--- src/rtl/drp_pkg.sv ---
// Shared types, constants and codes for the downlink command replay filter.
`default_nettype none

package drp_pkg;

  // Stream and configuration widths.
  localparam int InDataW   = 64;
  localparam int OutDataW  = 120;
  localparam int CfgDataW  = 16;
  localparam int CfgIndexW = 2;

  // Default opcode values.
  localparam logic [7:0] OpPingCode  = 8'd1;
  localparam logic [7:0] OpRelayCode = 8'd2;
  localparam logic [7:0] OpExtraCode = 8'd3;

  // Frame shape limits.
  localparam logic [7:0] ShortLength = 8'd4;
  localparam logic [7:0] RelayLength = 8'd5;

  // Reset values of the configuration registers.
  localparam logic [15:0] NodeIdReset  = 16'h0000;
  localparam logic [15:0] BcastIdReset = 16'hFFFF;
  localparam logic [7:0]  CmdPortReset = 8'd1;

  // Configuration register indexes.
  typedef enum logic [CfgIndexW-1:0] {
    CFG_NODE_ID  = 2'd0,
    CFG_BCAST_ID = 2'd1,
    CFG_CMD_PORT = 2'd2
  } cfg_index_t;

  // Outcome of one frame.
  typedef enum logic [2:0] {
    RC_ACCEPTED     = 3'd0,
    RC_MALFORMED    = 3'd1,
    RC_WRONG_TARGET = 3'd2,
    RC_STALE        = 3'd3,
    RC_SAVE_FAILED  = 3'd4
  } reject_code_t;

  typedef struct packed {
    logic [15:0] node_id;
    logic [15:0] bcast_id;
    logic [7:0]  cmd_port;
  } cfg_t;

  typedef struct packed {
    logic [7:0] frame_port;
    logic [7:0] frame_length;
    logic [7:0] target_high;
    logic [7:0] target_low;
    logic [7:0] opcode_byte;
    logic [7:0] sequence_byte;
    logic [7:0] argument_byte;
    logic       persist_ok;
  } frame_t;

  // Replay state as seen by the frame checks.
  typedef struct packed {
    logic       relay_on;
    logic [7:0] last_sequence;
    logic       sequence_valid;
  } state_t;

  // Decision taken for one frame.
  typedef struct packed {
    reject_code_t code;
    logic         strobe;
    logic         offer;
    logic         commit;
    logic         fail;
  } verdict_t;

endpackage

`default_nettype wire

--- src/rtl/downlink_command_replay_filter.sv ---
// Top level of the downlink command replay filter.
// A frame is registered in the input register when accepted; its result is then
// registered in the result register once that register is free.
// Throughput: one frame per cycle while the result register drains; when a result
// stalls, the input register holds at most one more frame. Reset clears the valid
// flags, the replay state (relay on, no sequence known), the counters and
// restores the configuration defaults.
`default_nettype none

module downlink_command_replay_filter #(
  parameter logic [7:0] OP_PING_CODE  = drp_pkg::OpPingCode,
  parameter logic [7:0] OP_RELAY_CODE = drp_pkg::OpRelayCode,
  parameter logic [7:0] OP_EXTRA_CODE = drp_pkg::OpExtraCode
) (
  input  wire logic                          clk,
  input  wire logic                          rst,
  input  wire logic                          cfg_we,
  input  wire logic [drp_pkg::CfgIndexW-1:0] cfg_index,
  input  wire logic [drp_pkg::CfgDataW-1:0]  cfg_data,
  input  wire logic                          s_tvalid,
  output logic                               s_tready,
  // frame_port, frame_length, target_high, target_low, opcode_byte,
  // sequence_byte, argument_byte, persist_ok, zero pad
  input  wire logic [drp_pkg::InDataW-1:0]   s_tdata,
  output logic                               m_tvalid,
  input  wire logic                          m_tready,
  // accepted, reject_code, relay_state, applied_sequence, sequence_known,
  // save_strobe, save_relay_value, rx_total, cmd_total, save_fail_total,
  // applied_opcode
  output logic [drp_pkg::OutDataW-1:0]       m_tdata
);
  import drp_pkg::*;

  cfg_t     cfg;
  frame_t   frame;
  state_t   state;
  verdict_t verdict;
  logic     frame_valid;
  logic     out_free;
  logic     fire;

  // Handshake: the input register moves on whenever the result register frees up.
  assign out_free = !m_tvalid || m_tready;
  assign fire     = frame_valid && out_free;
  assign s_tready = !frame_valid || out_free;

  always_ff @(posedge clk) begin
    if (rst) begin
      frame_valid <= 1'b0;
      m_tvalid    <= 1'b0;
    end else begin
      if (s_tready) begin
        frame_valid <= s_tvalid;
      end
      if (fire) begin
        m_tvalid <= 1'b1;
      end else if (m_tready) begin
        m_tvalid <= 1'b0;
      end
    end
  end

  // Input register.
  always_ff @(posedge clk) begin
    if (s_tvalid && s_tready) begin
      frame.frame_port    <= s_tdata[7:0];
      frame.frame_length  <= s_tdata[15:8];
      frame.target_high   <= s_tdata[23:16];
      frame.target_low    <= s_tdata[31:24];
      frame.opcode_byte   <= s_tdata[39:32];
      frame.sequence_byte <= s_tdata[47:40];
      frame.argument_byte <= s_tdata[55:48];
      frame.persist_ok    <= s_tdata[56];
    end
  end

  drp_cfg_regs u_cfg (
    .clk       (clk),
    .rst       (rst),
    .cfg_we    (cfg_we),
    .cfg_index (cfg_index),
    .cfg_data  (cfg_data),
    .cfg       (cfg)
  );

  drp_frame_check #(
    .OP_PING_CODE  (OP_PING_CODE),
    .OP_RELAY_CODE (OP_RELAY_CODE),
    .OP_EXTRA_CODE (OP_EXTRA_CODE)
  ) u_check (
    .frame   (frame),
    .cfg     (cfg),
    .state   (state),
    .verdict (verdict)
  );

  drp_state_update u_state (
    .clk     (clk),
    .rst     (rst),
    .fire    (fire),
    .frame   (frame),
    .verdict (verdict),
    .state   (state),
    .result  (m_tdata)
  );

endmodule

`default_nettype wire

--- src/rtl/drp_cfg_regs.sv ---
// Configuration registers: node target, broadcast target and command port.
`default_nettype none

module drp_cfg_regs (
  input  wire logic                           clk,
  input  wire logic                           rst,
  input  wire logic                           cfg_we,
  input  wire logic [drp_pkg::CfgIndexW-1:0]  cfg_index,
  input  wire logic [drp_pkg::CfgDataW-1:0]   cfg_data,
  output drp_pkg::cfg_t                       cfg
);
  import drp_pkg::*;

  // Writes to an index beyond the list are dropped.
  always_ff @(posedge clk) begin
    if (rst) begin
      cfg.node_id  <= NodeIdReset;
      cfg.bcast_id <= BcastIdReset;
      cfg.cmd_port <= CmdPortReset;
    end else if (cfg_we) begin
      unique case (cfg_index_t'(cfg_index))
        CFG_NODE_ID:  cfg.node_id  <= cfg_data;
        CFG_BCAST_ID: cfg.bcast_id <= cfg_data;
        CFG_CMD_PORT: cfg.cmd_port <= cfg_data[7:0];
        default: ;
      endcase
    end
  end

endmodule

`default_nettype wire

--- src/rtl/drp_frame_check.sv ---
// Shape, target and replay window checks that classify one frame.
`default_nettype none

module drp_frame_check #(
  parameter logic [7:0] OP_PING_CODE  = drp_pkg::OpPingCode,
  parameter logic [7:0] OP_RELAY_CODE = drp_pkg::OpRelayCode,
  parameter logic [7:0] OP_EXTRA_CODE = drp_pkg::OpExtraCode
) (
  input  wire drp_pkg::frame_t frame,
  input  wire drp_pkg::cfg_t   cfg,
  input  wire drp_pkg::state_t state,
  output drp_pkg::verdict_t    verdict
);
  import drp_pkg::*;

  logic        shape_good;
  logic        malformed;
  logic [15:0] target;
  logic        wrong_target;
  logic [7:0]  delta;
  logic        stale;
  logic        next_relay;

  // Opcode-specific shape rules; the ping and extra rule wins on a tie.
  always_comb begin
    if (frame.opcode_byte == OP_PING_CODE || frame.opcode_byte == OP_EXTRA_CODE) begin
      shape_good = (frame.frame_length == ShortLength);
    end else if (frame.opcode_byte == OP_RELAY_CODE) begin
      shape_good = (frame.frame_length == RelayLength) && (frame.argument_byte[7:1] == 7'd0);
    end else begin
      shape_good = 1'b0;
    end
  end

  assign malformed = (frame.frame_port != cfg.cmd_port) ||
                     (frame.frame_length < ShortLength) || !shape_good;

  // Target is sent high byte first.
  assign target       = {frame.target_high, frame.target_low};
  assign wrong_target = (target != cfg.node_id) && (target != cfg.bcast_id);

  // Modulo-256 half-range window: delta must be 1..127 once a sequence is known.
  assign delta = frame.sequence_byte - state.last_sequence;
  assign stale = state.sequence_valid && ((delta == 8'd0) || delta[7]);

  assign next_relay = (frame.opcode_byte == OP_RELAY_CODE) ? (frame.argument_byte != 8'd0)
                                                           : state.relay_on;

  // Checks apply in order; only a frame that passes all of them attempts a save.
  always_comb begin
    verdict = '0;
    if (malformed) begin
      verdict.code = RC_MALFORMED;
    end else if (wrong_target) begin
      verdict.code = RC_WRONG_TARGET;
    end else if (stale) begin
      verdict.code = RC_STALE;
    end else begin
      verdict.strobe = 1'b1;
      verdict.offer  = next_relay;
      verdict.commit = frame.persist_ok;
      verdict.fail   = !frame.persist_ok;
      verdict.code   = frame.persist_ok ? RC_ACCEPTED : RC_SAVE_FAILED;
    end
  end

endmodule

`default_nettype wire

--- src/rtl/drp_state_update.sv ---
// Replay state, wrapping counters and the registered result word.
`default_nettype none

module drp_state_update (
  input  wire logic                          clk,
  input  wire logic                          rst,
  input  wire logic                          fire,
  input  wire drp_pkg::frame_t               frame,
  input  wire drp_pkg::verdict_t             verdict,
  output drp_pkg::state_t                    state,
  output logic [drp_pkg::OutDataW-1:0]       result
);
  import drp_pkg::*;

  logic        relay_on, relay_on_next;
  logic [7:0]  last_sequence, last_sequence_next;
  logic        sequence_valid, sequence_valid_next;
  logic [31:0] received_count, received_count_next;
  logic [31:0] command_count, command_count_next;
  logic [31:0] save_fail_count, save_fail_count_next;
  logic [7:0]  last_command, last_command_next;

  assign state.relay_on       = relay_on;
  assign state.last_sequence  = last_sequence;
  assign state.sequence_valid = sequence_valid;

  // Every frame counts; only a committed save changes the replay state.
  always_comb begin
    received_count_next  = received_count + 32'd1;
    save_fail_count_next = save_fail_count + {31'd0, verdict.fail};
    command_count_next   = command_count + {31'd0, verdict.commit};
    relay_on_next        = verdict.commit ? verdict.offer : relay_on;
    last_sequence_next   = verdict.commit ? frame.sequence_byte : last_sequence;
    sequence_valid_next  = verdict.commit | sequence_valid;
    last_command_next    = verdict.commit ? frame.opcode_byte : last_command;
  end

  // State registers.
  always_ff @(posedge clk) begin
    if (rst) begin
      relay_on        <= 1'b1;
      last_sequence   <= 8'd0;
      sequence_valid  <= 1'b0;
      received_count  <= 32'd0;
      command_count   <= 32'd0;
      save_fail_count <= 32'd0;
      last_command    <= 8'd0;
    end else if (fire) begin
      relay_on        <= relay_on_next;
      last_sequence   <= last_sequence_next;
      sequence_valid  <= sequence_valid_next;
      received_count  <= received_count_next;
      command_count   <= command_count_next;
      save_fail_count <= save_fail_count_next;
      last_command    <= last_command_next;
    end
  end

  // Result word shows the state after this frame.
  always_ff @(posedge clk) begin
    if (fire) begin
      result <= {last_command_next, save_fail_count_next, command_count_next,
                 received_count_next, verdict.offer, verdict.strobe,
                 sequence_valid_next, last_sequence_next, relay_on_next,
                 verdict.code, verdict.code == RC_ACCEPTED};
    end
  end

endmodule

`default_nettype wire

--- config.mk ---
export PLATFORM = sky130hd
export DESIGN_NAME = downlink_command_replay_filter
export DESIGN_NICKNAME = d
export VERILOG_FILES = /design/src/rtl/drp_pkg.sv /design/src/rtl/downlink_command_replay_filter.sv /design/src/rtl/drp_cfg_regs.sv /design/src/rtl/drp_frame_check.sv /design/src/rtl/drp_state_update.sv
export SDC_FILE = /design/constraint.sdc
export NUM_CORES = 1
export LEC_CHECK = 0
export ABC_CLOCK_PERIOD_IN_PS = 10500
export BUFFER_PORTS_ARGS = -buffer_cell sky130_fd_sc_hd__buf_2
export CAP_MARGIN = 5
export CORE_UTILIZATION = 60
export DETAILED_ROUTE_END_ITERATION = 10
export PLACE_DENSITY = 0.83
export SKIP_LAST_GASP = 1
export SLEW_MARGIN = 20
export SYNTH_ARGS = -nofsm -noshare
export SYNTH_HDL_FRONTEND = slang
export SYNTH_SLANG_ARGS = --single-unit
--- constraint.sdc ---
create_clock -name clk -period 10.5 [get_ports clk]
set_input_delay 0.525 -clock clk [delete_from_list [all_inputs] [get_ports clk]]
set_output_delay 0.525 -clock clk [all_outputs]
set_load 0.05 [all_outputs]
==> results of run 1 <==
layout make-up:
class / instances / area, µm² / share of cell area
sequential: 333 / 8440 / 0.516
multi-input combinational: 864 / 5320 / 0.325
timing repair buffer: 207 / 1050 / 0.0645
clock buffer: 48 / 977 / 0.0598
tap: 313 / 392 / 0.0240
inverter: 25 / 98.8 / 0.00605
clock inverter: 14 / 67.6 / 0.00413
state kept, by name, indices dropped and copies added, names as in the netlist, 8 cells and up:
name                     flops
u_state.last_command         8
u_state.command_count       32
u_state.save_fail_count     32
u_cfg.cfg                   40
frame                       57
u_state.last_sequence        8
u_state.result             120
u_state.received_count      32
worst max-delay path by stage:
stage               cells after the start                         to      start
floorplan                               9  u_state.command_count[27]   m_tvalid
global placement                       15  u_state.command_count[30]  frame[15]
detailed placement                     15  u_state.command_count[30]  frame[15]
CTS                                    15  u_state.command_count[30]  frame[15]
global route                           15  u_state.command_count[30]  frame[15]
finish                                 14  u_state.command_count[17]  frame[15]
Yosys cell counts (all sizes together), types with 2 or more instances:
| cell | n | area share |
|---|---|---|
| buf | 13 | 0.0053 |
| a211oi | 2 | 0.0020 |
| nand3 | 45 | 0.016 |
| xnor2 | 89 | 0.055 |
| clkbuf | 49 | 0.013 |
| a21oi | 60 | 0.021 |
| and2 | 3 | 0.0013 |
| nor3 | 19 | 0.0067 |
| ha | 12 | 0.011 |
| a21o | 2 | 0.0011 |
| nand2b | 3 | 0.0013 |
| mux2 | 10 | 0.0085 |
| dfxtp | 156 | 0.22 |
| edfxtp | 177 | 0.38 |
| nor2b | 12 | 0.0053 |
| nand2 | 154 | 0.041 |
| nand4 | 41 | 0.018 |
| nor3b | 10 | 0.0057 |
| and4 | 10 | 0.0062 |
| nor2 | 138 | 0.037 |
| o21ai | 36 | 0.013 |
| inv | 25 | 0.0067 |
| a2111o | 2 | 0.0016 |
| and3 | 20 | 0.0089 |
| nor4 | 15 | 0.0071 |
| nand3b | 20 | 0.011 |
| xor2 | 114 | 0.071 |
| mux2i | 9 | 0.0064 |
| or2 | 2 | 0.00089 |
| or3 | 22 | 0.0098 |
| or3b | 2 | 0.0012 |
critical path, cell delays in order, from the launching register on:
cell,delay [ns]
edfxtp_1,0.42
ha_1,0.39
a21oi_1,0.17
o21ai_0,0.13
or3_1,0.43
a32oi_2,0.78
and3_1,0.92
ha_1,0.32
and3_1,0.25
and4_1,0.33
and4_1,0.31
nor3b_1,0.67
nand3_1,0.19
xor2_1,0.22
nor2_1,0.05
layer usage:
layer  global-route usage  share of wire  up-vias
met4               0.0812          0.026        2
met1                0.281           0.43     4616
met2                0.386           0.49      290
met5                    0        0.00037        -
li1                     -              -     4795
met3               0.0476          0.060       58
metrics by stage:
stage | cells | util | total power, mW | worst slack [ns] | instance area, µm²
6_report | 1804 | 0.715 | 2.75 | 4.77 | 16300
5_1_grt | 1804 | 0.715 | 2.84 | 4.33 | 16300
4_1_cts | 1804 | 0.715 | 2.77 | 4.77 | 16300
3_5_place_dp | 1742 | 0.670 | 1.66 | 4.81 | 15300
3_3_place_gp | 1742 | 0.670 | 1.65 | 4.92 | 15300
2_1_floorplan | 1284 | - | 1.60 | 4.92 | 14100
power breakdown:
group          internal, mW  leakage (nW)  switching (mW)  total (mW)
clock network         0.650         0.511           0.472        1.12
registers              1.41          2.87          0.0189        1.43
logic                0.0462          2.73           0.147       0.194
total                  2.11          6.11           0.638        2.75
cells by family (layout without fill, tap and decap cells):
family / after synthesis / in the layout / synth area share
compound gates: 110 / 110 / 0.0449
simple gates: 519 / 519 / 0.179
flops: 333 / 333 / 0.598
fa+ha+maj: 13 / 13 / 0.0121
buf+inv: 87 / 294 / 0.0251
xor+xnor: 203 / 203 / 0.126
mux: 19 / 19 / 0.0149
==> metrics.yaml, run 1 <==
floorplanning:
  core_area_um2: 22800
  ios: 209
  dieHeight_um: 155
  die_width_um: 155
  rows: 55
  initial_core_util: 0.617
  dieArea_um2: 24100
setup_path:
  arrival_ns: 6.08
  rr_worst_depth: 14
  reg2reg_slack_ns: 4.77
  crit_type: "register to register"
  critPathMaxFanout: 19
  r2r-end: "u_state.command_count[17]"
  start_kind: "register"
  r2r_start: "frame[15]"
  end_kind: "register"
  worstPathRequired_ns: 10.85
synth:
  avgSynthCellArea_um2: 11.0
  ys.warnings.count: 0
  synth_edf_count: 177
  ys_seq_area_frac: 0.598
  synth_area_um2: 14100
  synthFlopType: "edfxtp_1"
  synth.distinct_cells: 51
  synthArstFlopShare: 0
  synthCells: 1284
  ys_seq_elements: 333
  syn_nets: 1384
drt:
  routed_wl_um: 27100
  vias: 9761
  drc: 0
  wire_per_inst_um: 15.0
  drtIter0Drc: 633
  via_per_inst: 5.41
  ant_nets: 0
  first_pass_iters: 5
clocking:
  path_clk_slew_ns: 0.06
  cts_sinks: 333
  cts.root.buffer_cell: "clkbuf_16"
  clock_latency_ns: 0.50
  clock_path_buffers: 3
  cts_made_buffers: 34
  post_cts_resized: 0
  h-tree-depth: 2
  post_cts_buffers: 0
  cts_tree: "done"
  cts_hold_buf: 0
status:
  outcome: "completed"
sta:
  max_slew.worst_pin.slew_ns: 1.01
  holdWs_ns: 0.196
  setup_violations: 0
  period_share: 0.546
  min_period_ns: 5.73
  max-slew-margin-rel: 0.324
  fin_worst_skew_ns: 0.00965
  rsz0062_at_grt: "no"
  setup_tns_ns: 0
  fmax_ghz: 0.174
  drv_slew: 0
  timing_hold_violations_final: 0
hold_path:
  hp-class: "primary input to register"
  hold_path_depth: 1
  holdPathEnd: "frame[27]"
  hold_start: "s_tdata[26]"
global_routing:
  grt_pass1_wl_um: 43600
  grt_pass1_vias: 9309
  antenna_found_initial: 1
  grt-ovfl-total: 0
  grt_max_degree: 94
  grtUsageTotal: 0.225
finish:
  nFillCells: 1635
  drive_gt1_frac: 0.184
  n_antenna_cell: 0
  mostFrequentLayoutCell: "buf_2"
  fin_nets: 1565
  final_cell_mix: "200 x buf_2, 177 x edfxtp_1, 156 x dfxtp_1, 154 x nand2_1, 138 x nor2_1"
  syn2layout_area_growth_pct: 15.9
place:
  gp_congestion: 0.855
  dp.final_hpwl_um: 17600
  port_buffers: 201
power:
  leakage_nw: 6.11
  peakVddDrop_v: 0.000157
  power.density_nw_per_um2: 168
job:
  cap_violations: 0
(Power assumes the default switching activity.)
==> inputs of run 2 (changes only) <==
ABC_AREA = 1   (was not set)
ABC_CLOCK_PERIOD_IN_PS = 4950   (was 10500)
CORE_UTILIZATION = 52   (was 60)
PLACE_DENSITY = 0.76   (was 0.83)
clock period = 4.95 ns   (was 10.5 ns; I/O delays follow)
==> run 2 against run 1 <==
  * Count of clock-buffer cells in the layout grew 3
  * Largest cell class unchanged
  * Via count is 15% higher
  * Sequential share of layout area down 3.9 points
  * Highest routed layer is now met4
==> metrics.yaml, run 2 <==
synth:
  synth.distinct_cells: 43  # was 51
  ys_seq_elements: 333  # unchanged
  syn_nets: 1650  # was 1384
  synthArstFlopShare: 0  # unchanged
  ys_top_cells_by_count: "240 x nor2_1, 222 x nand2_1, 213 x inv_1, 177 x edfxtp_1, 156 x dfxtp_1"  # was 177 x edfxtp_1, 156 x dfxtp_1, 154 x nand2_1, 138 x nor2_1, 114 x xor2_1
  synthCells: 1550  # was 1284
  synth_top_area_frac: 0.369  # was 0.377
  synth_area_um2: 14400  # was 14100 µm²
  ys_top_cells_by_area: "edfxtp_1 37%, dfxtp_1 22%, nor2_1 6.2%"  # was edfxtp_1 38%, dfxtp_1 22%, xor2_1 7.1%
  avgSynthCellArea_um2: 9.30  # was 11.0 µm²
  synth.most_common_cell: "nor2_1"  # was edfxtp_1
  synthFlopType: "edfxtp_1"  # unchanged
  synth_edf_count: 177  # unchanged
  ys.warnings.count: 0  # unchanged
  yosys.area.top_type: "edfxtp_1"  # unchanged
  ys_seq_area_frac: 0.585  # was 0.598
global_routing:
  grt_max_degree: 93  # was 94
  grtUsageTotal: 0.235  # was 0.225
  grt-ovfl-total: 0  # unchanged
  grt_pass1_vias: 10900  # was 9309
  antenna_found_initial: 0  # was 1
  grt_pass1_wl_um: 53500  # was 43600 µm
setup_path:
  path_common_cell: "nand2_1"
  rr_worst_depth: 27  # was 14
  cp_slowest_cell: "fa_1"  # was and3_1
  end_kind: "register"  # unchanged
  cp_slowest_stage_delay_ns: 0.38  # was 0.92 ns
  arrival_ns: 4.34  # was 6.08 ns
  worstPathRequired_ns: 5.34  # was 10.85 ns
  critPathMaxFanout: 5  # was 19
  crit_type: "register to register"  # unchanged
  start_kind: "register"  # unchanged
floorplanning:
  dieArea_um2: 28400  # was 24100 µm²
  ios: 209  # unchanged
  dieHeight_um: 169  # was 155 µm
  initial_core_util: 0.532  # was 0.617
  rows: 60  # was 55
  die_width_um: 169  # was 155 µm
  core_area_um2: 27100  # was 22800 µm²
place:
  dp.final_hpwl_um: 20800  # was 17600 µm
  port_buffers: 201  # unchanged
  gp_congestion: 0.930  # was 0.855
  pre_cts_ws_ns: 1.05  # was 4.81 ns
finish:
  fin_nets: 1920  # was 1565
  multi_input_area_um2: 4950  # was 5320 µm²
  regArea_um2: 8440  # unchanged
  mostFrequentLayoutCell: "nor2_1"  # was buf_2
  n_antenna_cell: 0  # unchanged
  final_cell_mix: "240 x nor2_1, 221 x nand2_1, 210 x inv_1, 200 x buf_2, 177 x edfxtp_1"  # was 200 x buf_2, 177 x edfxtp_1, 156 x dfxtp_1, 154 x nand2_1, 138 x nor2_1
  top_regs: "u_state.result (120), frame (57), u_cfg.cfg (40)"  # unchanged
  syn2layout_area_growth_pct: 22.5  # was 15.9%
  largest_register_ffs: 120  # unchanged
  nFillCells: 2098  # was 1635
  top_register: "u_state.result"  # unchanged
  drive_gt1_frac: 0.159  # was 0.184
sta:
  worst_slack_ns: 0.999  # was 4.77 ns
  max_slew.worst_pin.slew_ns: 0.836  # was 1.01 ns
  max-slew-margin-rel: 0.443  # was 0.324
  timing_hold_violations_final: 0  # unchanged
  period_share: 0.798  # was 0.546
  setup_tns_ns: 0  # unchanged
  drv_slew: 0  # unchanged
  rsz0062_at_grt: "no"  # unchanged
  min_period_ns: 3.95  # was 5.73 ns
  fin_worst_skew_ns: 0.0169  # was 0.00965 ns
  setup_violations: 0  # unchanged
  fmax_ghz: 0.253  # was 0.174 GHz
  holdWs_ns: 0.0517  # was 0.196 ns
drt:
  routed_wl_um: 32900  # was 27100 µm
  drtIter0Drc: 763  # was 633
  vias: 11300  # was 9761
  wl_met2_um: 15600  # was 13200 µm
  wl_met3_um: 2050  # was 1630 µm
  ant_nets: 0  # unchanged
  highest_layer: "met4"  # was met5
  wl_met1_um: 14300  # was 11600 µm
  first_pass_iters: 5  # unchanged
  drc: 0  # unchanged
  wire_per_inst_um: 14.8  # was 15.0 µm
  via_per_inst: 5.08  # was 5.41
clocking:
  clock_latency_ns: 0.51  # was 0.50 ns
  cts.root.buffer_cell: "clkbuf_16"  # unchanged
  cts_made_buffers: 35  # was 34
  clock_path_buffers: 3  # unchanged
  h-tree-depth: 2  # unchanged
  cts_sinks: 333  # unchanged
  path_clk_slew_ns: 0.06  # about the same
  cts_tree: "done"  # unchanged
status:
  outcome: "completed"  # unchanged
power:
  leakage_nw: 7.74  # was 6.11 nW
  power.density_nw_per_um2: 370  # was 168 nW/µm²
  peakVddDrop_v: 0.000360  # was 0.000157 V
job:
  cap_violations: 0  # unchanged
hold_path:
  hold_path_depth: 3  # was 1
  hp-class: "primary input to register"  # unchanged
run 2: cell types whose count changed after synthesis, moves of 14 or more:
cell / delta
xnor2_1: -58
nand3b_1: -19
or3_1: -22
nand4_1: -17
nand2_1: +68
and3_1: -18
o21ai_0: +79
inv_1: +188
clkbuf_1: -14
xor2_1: -26
nor2_1: +102
run 2: logic make-up (layout without fill, tap and decap cells):
logic type / Yosys count / count (layout) / synth area share
AO/OA/AOI/OAI: 207 / 207 / 0.0745
XOR/XNOR: 119 / 119 / 0.0723
adder cells (fa/ha/maj): 13 / 13 / 0.0118
buffers and inverters: 269 / 565 / 0.0718
flip-flops: 333 / 333 / 0.585
AND/OR/NAND/NOR: 609 / 609 / 0.184
run 2: worst paths after layout:
| kind | slack (ns) | to | startpoint |
|---|---|---|---|
| setup / recovery | 1.0 | u_state.save_fail_count[18] | frame[9] |
| setup reg to reg | 1.0 | u_state.save_fail_count[18] | frame[9] |
| hold reg to reg | 0.44 | u_state.last_command[4] | u_state.last_command[4] |
| hold / removal | 0.05 | u_cfg.cfg[10] | cfg_data[2] |
run 2: critical path, delay by kind of cell, from the launching register on:
kind,cells,cell delay (ns)
AND/OR/NAND/NOR,17,1.68
flip-flops,1,0.33
AO/OA/AOI/OAI,1,0.18
adder cells (fa/ha/maj),4,1.18
XOR/XNOR,1,0.09
buffers and inverters,4,0.36
run 2: where the power goes:
| group | total, mW | internal, mW | switching (mW) |
|---|---|---|---|
| combinational | 0.674 | 0.210 | 0.465 |
| clock | 2.68 | 1.65 | 1.03 |
| sequential | 3.18 | 3.08 | 0.0974 |
| total | 6.53 | 4.94 | 1.59 |
run 2: what timing repair did:
action,CTS,global route
gates resized for setup,0,0
buffers inserted,0,0
hold buffers,72,0
hold endpoints to repair,79,0
run 2: layout make-up:
class	instances	share of cell area
sequential	333	0.478
clock inverter	12	0.00885
multi-input combinational	948	0.280
inverter	221	0.0472
timing repair buffer	281	0.101
clock buffer	51	0.0583
tap	372	0.0263
run 2: per-stage QoR:
step	instances	cell area (µm²)	utilization	total power, mW
3_5_place_dp	2083	15800	0.581	3.85
5_1_grt	2218	17700	0.652	6.76
4_1_cts	2218	17700	0.652	6.56
6_report	2218	17700	0.652	6.53
2_1_floorplan	1550	14400	-	3.68
3_3_place_gp	2083	15800	0.581	3.83
run 2: routing by layer:
metal  global-route usage  vias to the layer above
met2                0.392                      350
li1                     -                     5567
met4               0.0846                        0
met3               0.0475                       80
met5                    0                        -
met1                0.303                     5274
==> inputs of run 3 (changes only) <==
ABC_CLOCK_PERIOD_IN_PS = 3870   (was 4950)
CORE_UTILIZATION = 57   (was 52)
PLACE_DENSITY = 0.8   (was 0.76)
clock period = 3.87 ns   (was 4.95 ns; I/O delays follow)
==> run 3 against run 2 <==
  * Global-route usage increased by 2.5 points
  * Combinational power increased by 30%
  * Design area increased by 1.1%
  * First-iteration DRC count increased by 17%
  * Count of clock-buffer cells in the layout decreased by 5
  * Cell count decreased by 1.7%
  * Sequential share of layout area decreased by 0.53 points
  * Non-clock buffer count increased by 10
  * Die area decreased by 8.7%
  * Register-to-register slack got worse by 0.81 ns
  * Highest routed layer unchanged
==> metrics.yaml, run 3 (synthesis results as in run 2) <==
status:
  outcome: "completed"  # unchanged
floorplanning:
  die_width_um: 161  # was 169 µm
  dieHeight_um: 161  # was 169 µm
  dieArea_um2: 25900  # was 28400 µm²
  core_area_um2: 24500  # was 27100 µm²
  initial_core_util: 0.588  # was 0.532
  ios: 209  # unchanged
  rows: 57  # was 60
drt:
  ant_nets: 0  # unchanged
  drc: 0  # unchanged
  vias: 11400  # was 11.3k
  first_pass_iters: 5  # unchanged
  routed_wl_um: 33800  # was 32900 µm
  via_per_inst: 5.24  # was 5.08
  wl_met3_um: 2570  # was 2050 µm
  highest_layer: "met4"  # unchanged
  wl_met1_um: 14000  # was 14300 µm
  wl_met2_um: 16300  # was 15600 µm
  drtIter0Drc: 890  # was 763
  wire_per_inst_um: 15.5  # was 14.8 µm
setup_path:
  cp_slowest_stage_delay_ns: 0.43  # was 0.38 ns
  start_kind: "register"  # unchanged
  cp_slowest_cell: "fa_2"  # was fa_1
  worstPathCellList: "inv_1 > ha_2 > fa_2 > nand2_1 > a21oi_1 > nand3_1 > nor2_1 > nand3_1 > nand2_1 > nand2_2 > nand3_4 > nor2_4 > ha_2 > ha_2 > nand3_1 > inv_1 > nand2_2 > nor4_4 > nand2_2 > nor2_4 > nand2_2 > xor2_1 > o21ai_1 > inv_1"
  worstPathRequired_ns: 4.26  # was 5.34 ns
  end_kind: "register"  # unchanged
  path_common_cell: "nand2_2"  # was nand2_1
  critPathMaxFanout: 4  # was 5
  crit_type: "register to register"  # unchanged
  arrival_ns: 4.07  # was 4.34 ns
clocking:
  path_clk_slew_ns: 0.06  # about the same
  clock_latency_ns: 0.51  # about the same
  cts.root.buffer_cell: "clkbuf_16"  # unchanged
  h-tree-depth: 2  # unchanged
  cts_made_buffers: 35  # unchanged
  cts_sinks: 333  # unchanged
  clock_path_buffers: 3  # unchanged
  cts_tree: "done"  # unchanged
finish:
  stdcell_count: 2180  # was 2218
  syn2layout_area_growth_pct: 23.9  # was 22.5%
  final_core_util: 0.728  # was 0.652
  n_antenna_cell: 0  # unchanged
  final_area_um2: 17900  # was 17700 µm²
  mostFrequentLayoutCell: "nor2_1"  # unchanged
  multi_input_area_um2: 5030  # was 4950 µm²
  top_register: "u_state.result"  # unchanged
  regArea_um2: 8440  # unchanged
  final_cell_mix: "236 x nor2_1, 220 x nand2_1, 209 x inv_1, 200 x buf_2, 177 x edfxtp_1"  # was 240 x nor2_1, 221 x nand2_1, 210 x inv_1, 200 x buf_2, 177 x edfxtp_1
  fin_nets: 1930  # was 1920
  top_regs: "u_state.result (120), frame (57), u_cfg.cfg (40)"  # unchanged
  drive_gt1_frac: 0.173  # was 0.159
  largest_register_ffs: 120  # unchanged
  nFillCells: 1765  # was 2098
global_routing:
  antenna_found_initial: 0  # unchanged
  grt_pass1_vias: 10900  # about the same
  grt_max_degree: 99  # was 93
  grt-ovfl-total: 0  # unchanged
  grtUsageTotal: 0.260  # was 0.235
  grt_pass1_wl_um: 53900  # was 53500 µm
sta:
  fmax_ghz: 0.272  # was 0.253 GHz
  setup_violations: 0  # unchanged
  drv_slew: 0  # unchanged
  period_share: 0.951  # was 0.798
  min_period_ns: 3.68  # was 3.95 ns
  setup_tns_ns: 0  # unchanged
  max_slew.worst_pin.slew_ns: 1.11  # was 0.836 ns
  worst_slack_ns: 0.191  # was 0.999 ns
  max-slew-margin-rel: 0.262  # was 0.443
  fin_worst_skew_ns: 0.0141  # was 0.0169 ns
  timing_hold_violations_final: 0  # unchanged
power:
  leakage_nw: 7.81  # was 7.74 nW
  power.density_nw_per_um2: 482  # was 370 nW/µm²
  peakVddDrop_v: 0.000480  # was 0.000360 V
hold_path:
  hp-class: "primary input to register"  # unchanged
job:
  cap_violations: 0  # unchanged
place:
  dp.cells: 2040  # was 2083
  port_buffers: 201  # unchanged
  pre_cts_ws_ns: 0.112  # was 1.05 ns
  gp_congestion: 0.889  # was 0.930
  placed_area_um2: 15700  # was 15800 µm²
  dp.final_hpwl_um: 20700  # was 20800 µm
## run 3: cell types whose count changed in the layout (fill, tap and decap cells not counted), moves of 2 or more
cell | previous run | this run
buf_4 | 9 | 16
clkbuf_1 | 10 | 5
nor2_4 | 3 | 8
ha_1 | 12 | 8
ha_2 | 0 | 4
nor2_1 | 240 | 236
bufinv_16 | 4 | 7
clkinvlp_4 | 1 | 4
clkinv_1 | 9 | 7
dlygate4sd3_1 | 72 | 74
nand3_4 | 0 | 2
## run 3: area by class of cell
cell class              count  area share
flip-flops and latches    333       0.472
multi-input cells         948       0.282
repair buffers            291       0.105
clock buffers              46      0.0560
inverters                 221      0.0467
well taps                 324      0.0227
clock inverters            17      0.0151
## run 3: per-stage QoR
| step | hold WS, ns | power [mW] |
|---|---|---|
| after floorplan | 0.292 | 4.70 |
| after global placement | 0.370 | 4.90 |
| after detailed placement | 0.372 | 4.93 |
| after CTS | 0.0151 | 8.63 |
| after global routing | 0.0361 | 8.90 |
| final | 0.0274 | 8.61 |
## run 3: final timing paths
check | to | startpoint | slack, ns | depth (start not counted)
setup reg to reg | u_state.command_count[24] | frame[9] | 0.19 | 24
hold / removal | frame_valid | m_tready | 0.03 | 4
hold reg to reg | u_state.last_command[6] | u_state.last_command[6] | 0.45 | 2
setup / recovery | u_state.command_count[24] | frame[9] | 0.19 | 24
## run 3: critical path: cells and delay by family (launching register included)
kind | cells | cell delay (ns)
and+or+nand+nor | 14 | 1.51
adders and majority gates | 4 | 1.03
DFF | 1 | 0.37
buffers and inverters | 3 | 0.26
AOI/OAI and AO/OA | 2 | 0.19
xor gates and xnor gates | 1 | 0.18
## run 3: where the power goes
group          switching, mW  total [mW]  internal (mW)
clock network           1.38        3.68           2.29
logic                  0.601       0.874          0.272
registers              0.128        4.06           3.94
total                   2.11        8.61           6.50
## run 3: timing repair
action,CTS,global route
endpoints found under the hold margin,95,0
hold buffers,74,0
buffers inserted,0,3
gates resized for setup,0,22
endpoints found under the setup margin,0,35
## run 3: per-layer routing
layer / up-vias / global-route usage
met5: - / 0
met4: 0 / 0.0961
met3: 81 / 0.0457
met2: 465 / 0.431
met1: 5285 / 0.341
li1: 5590 / -
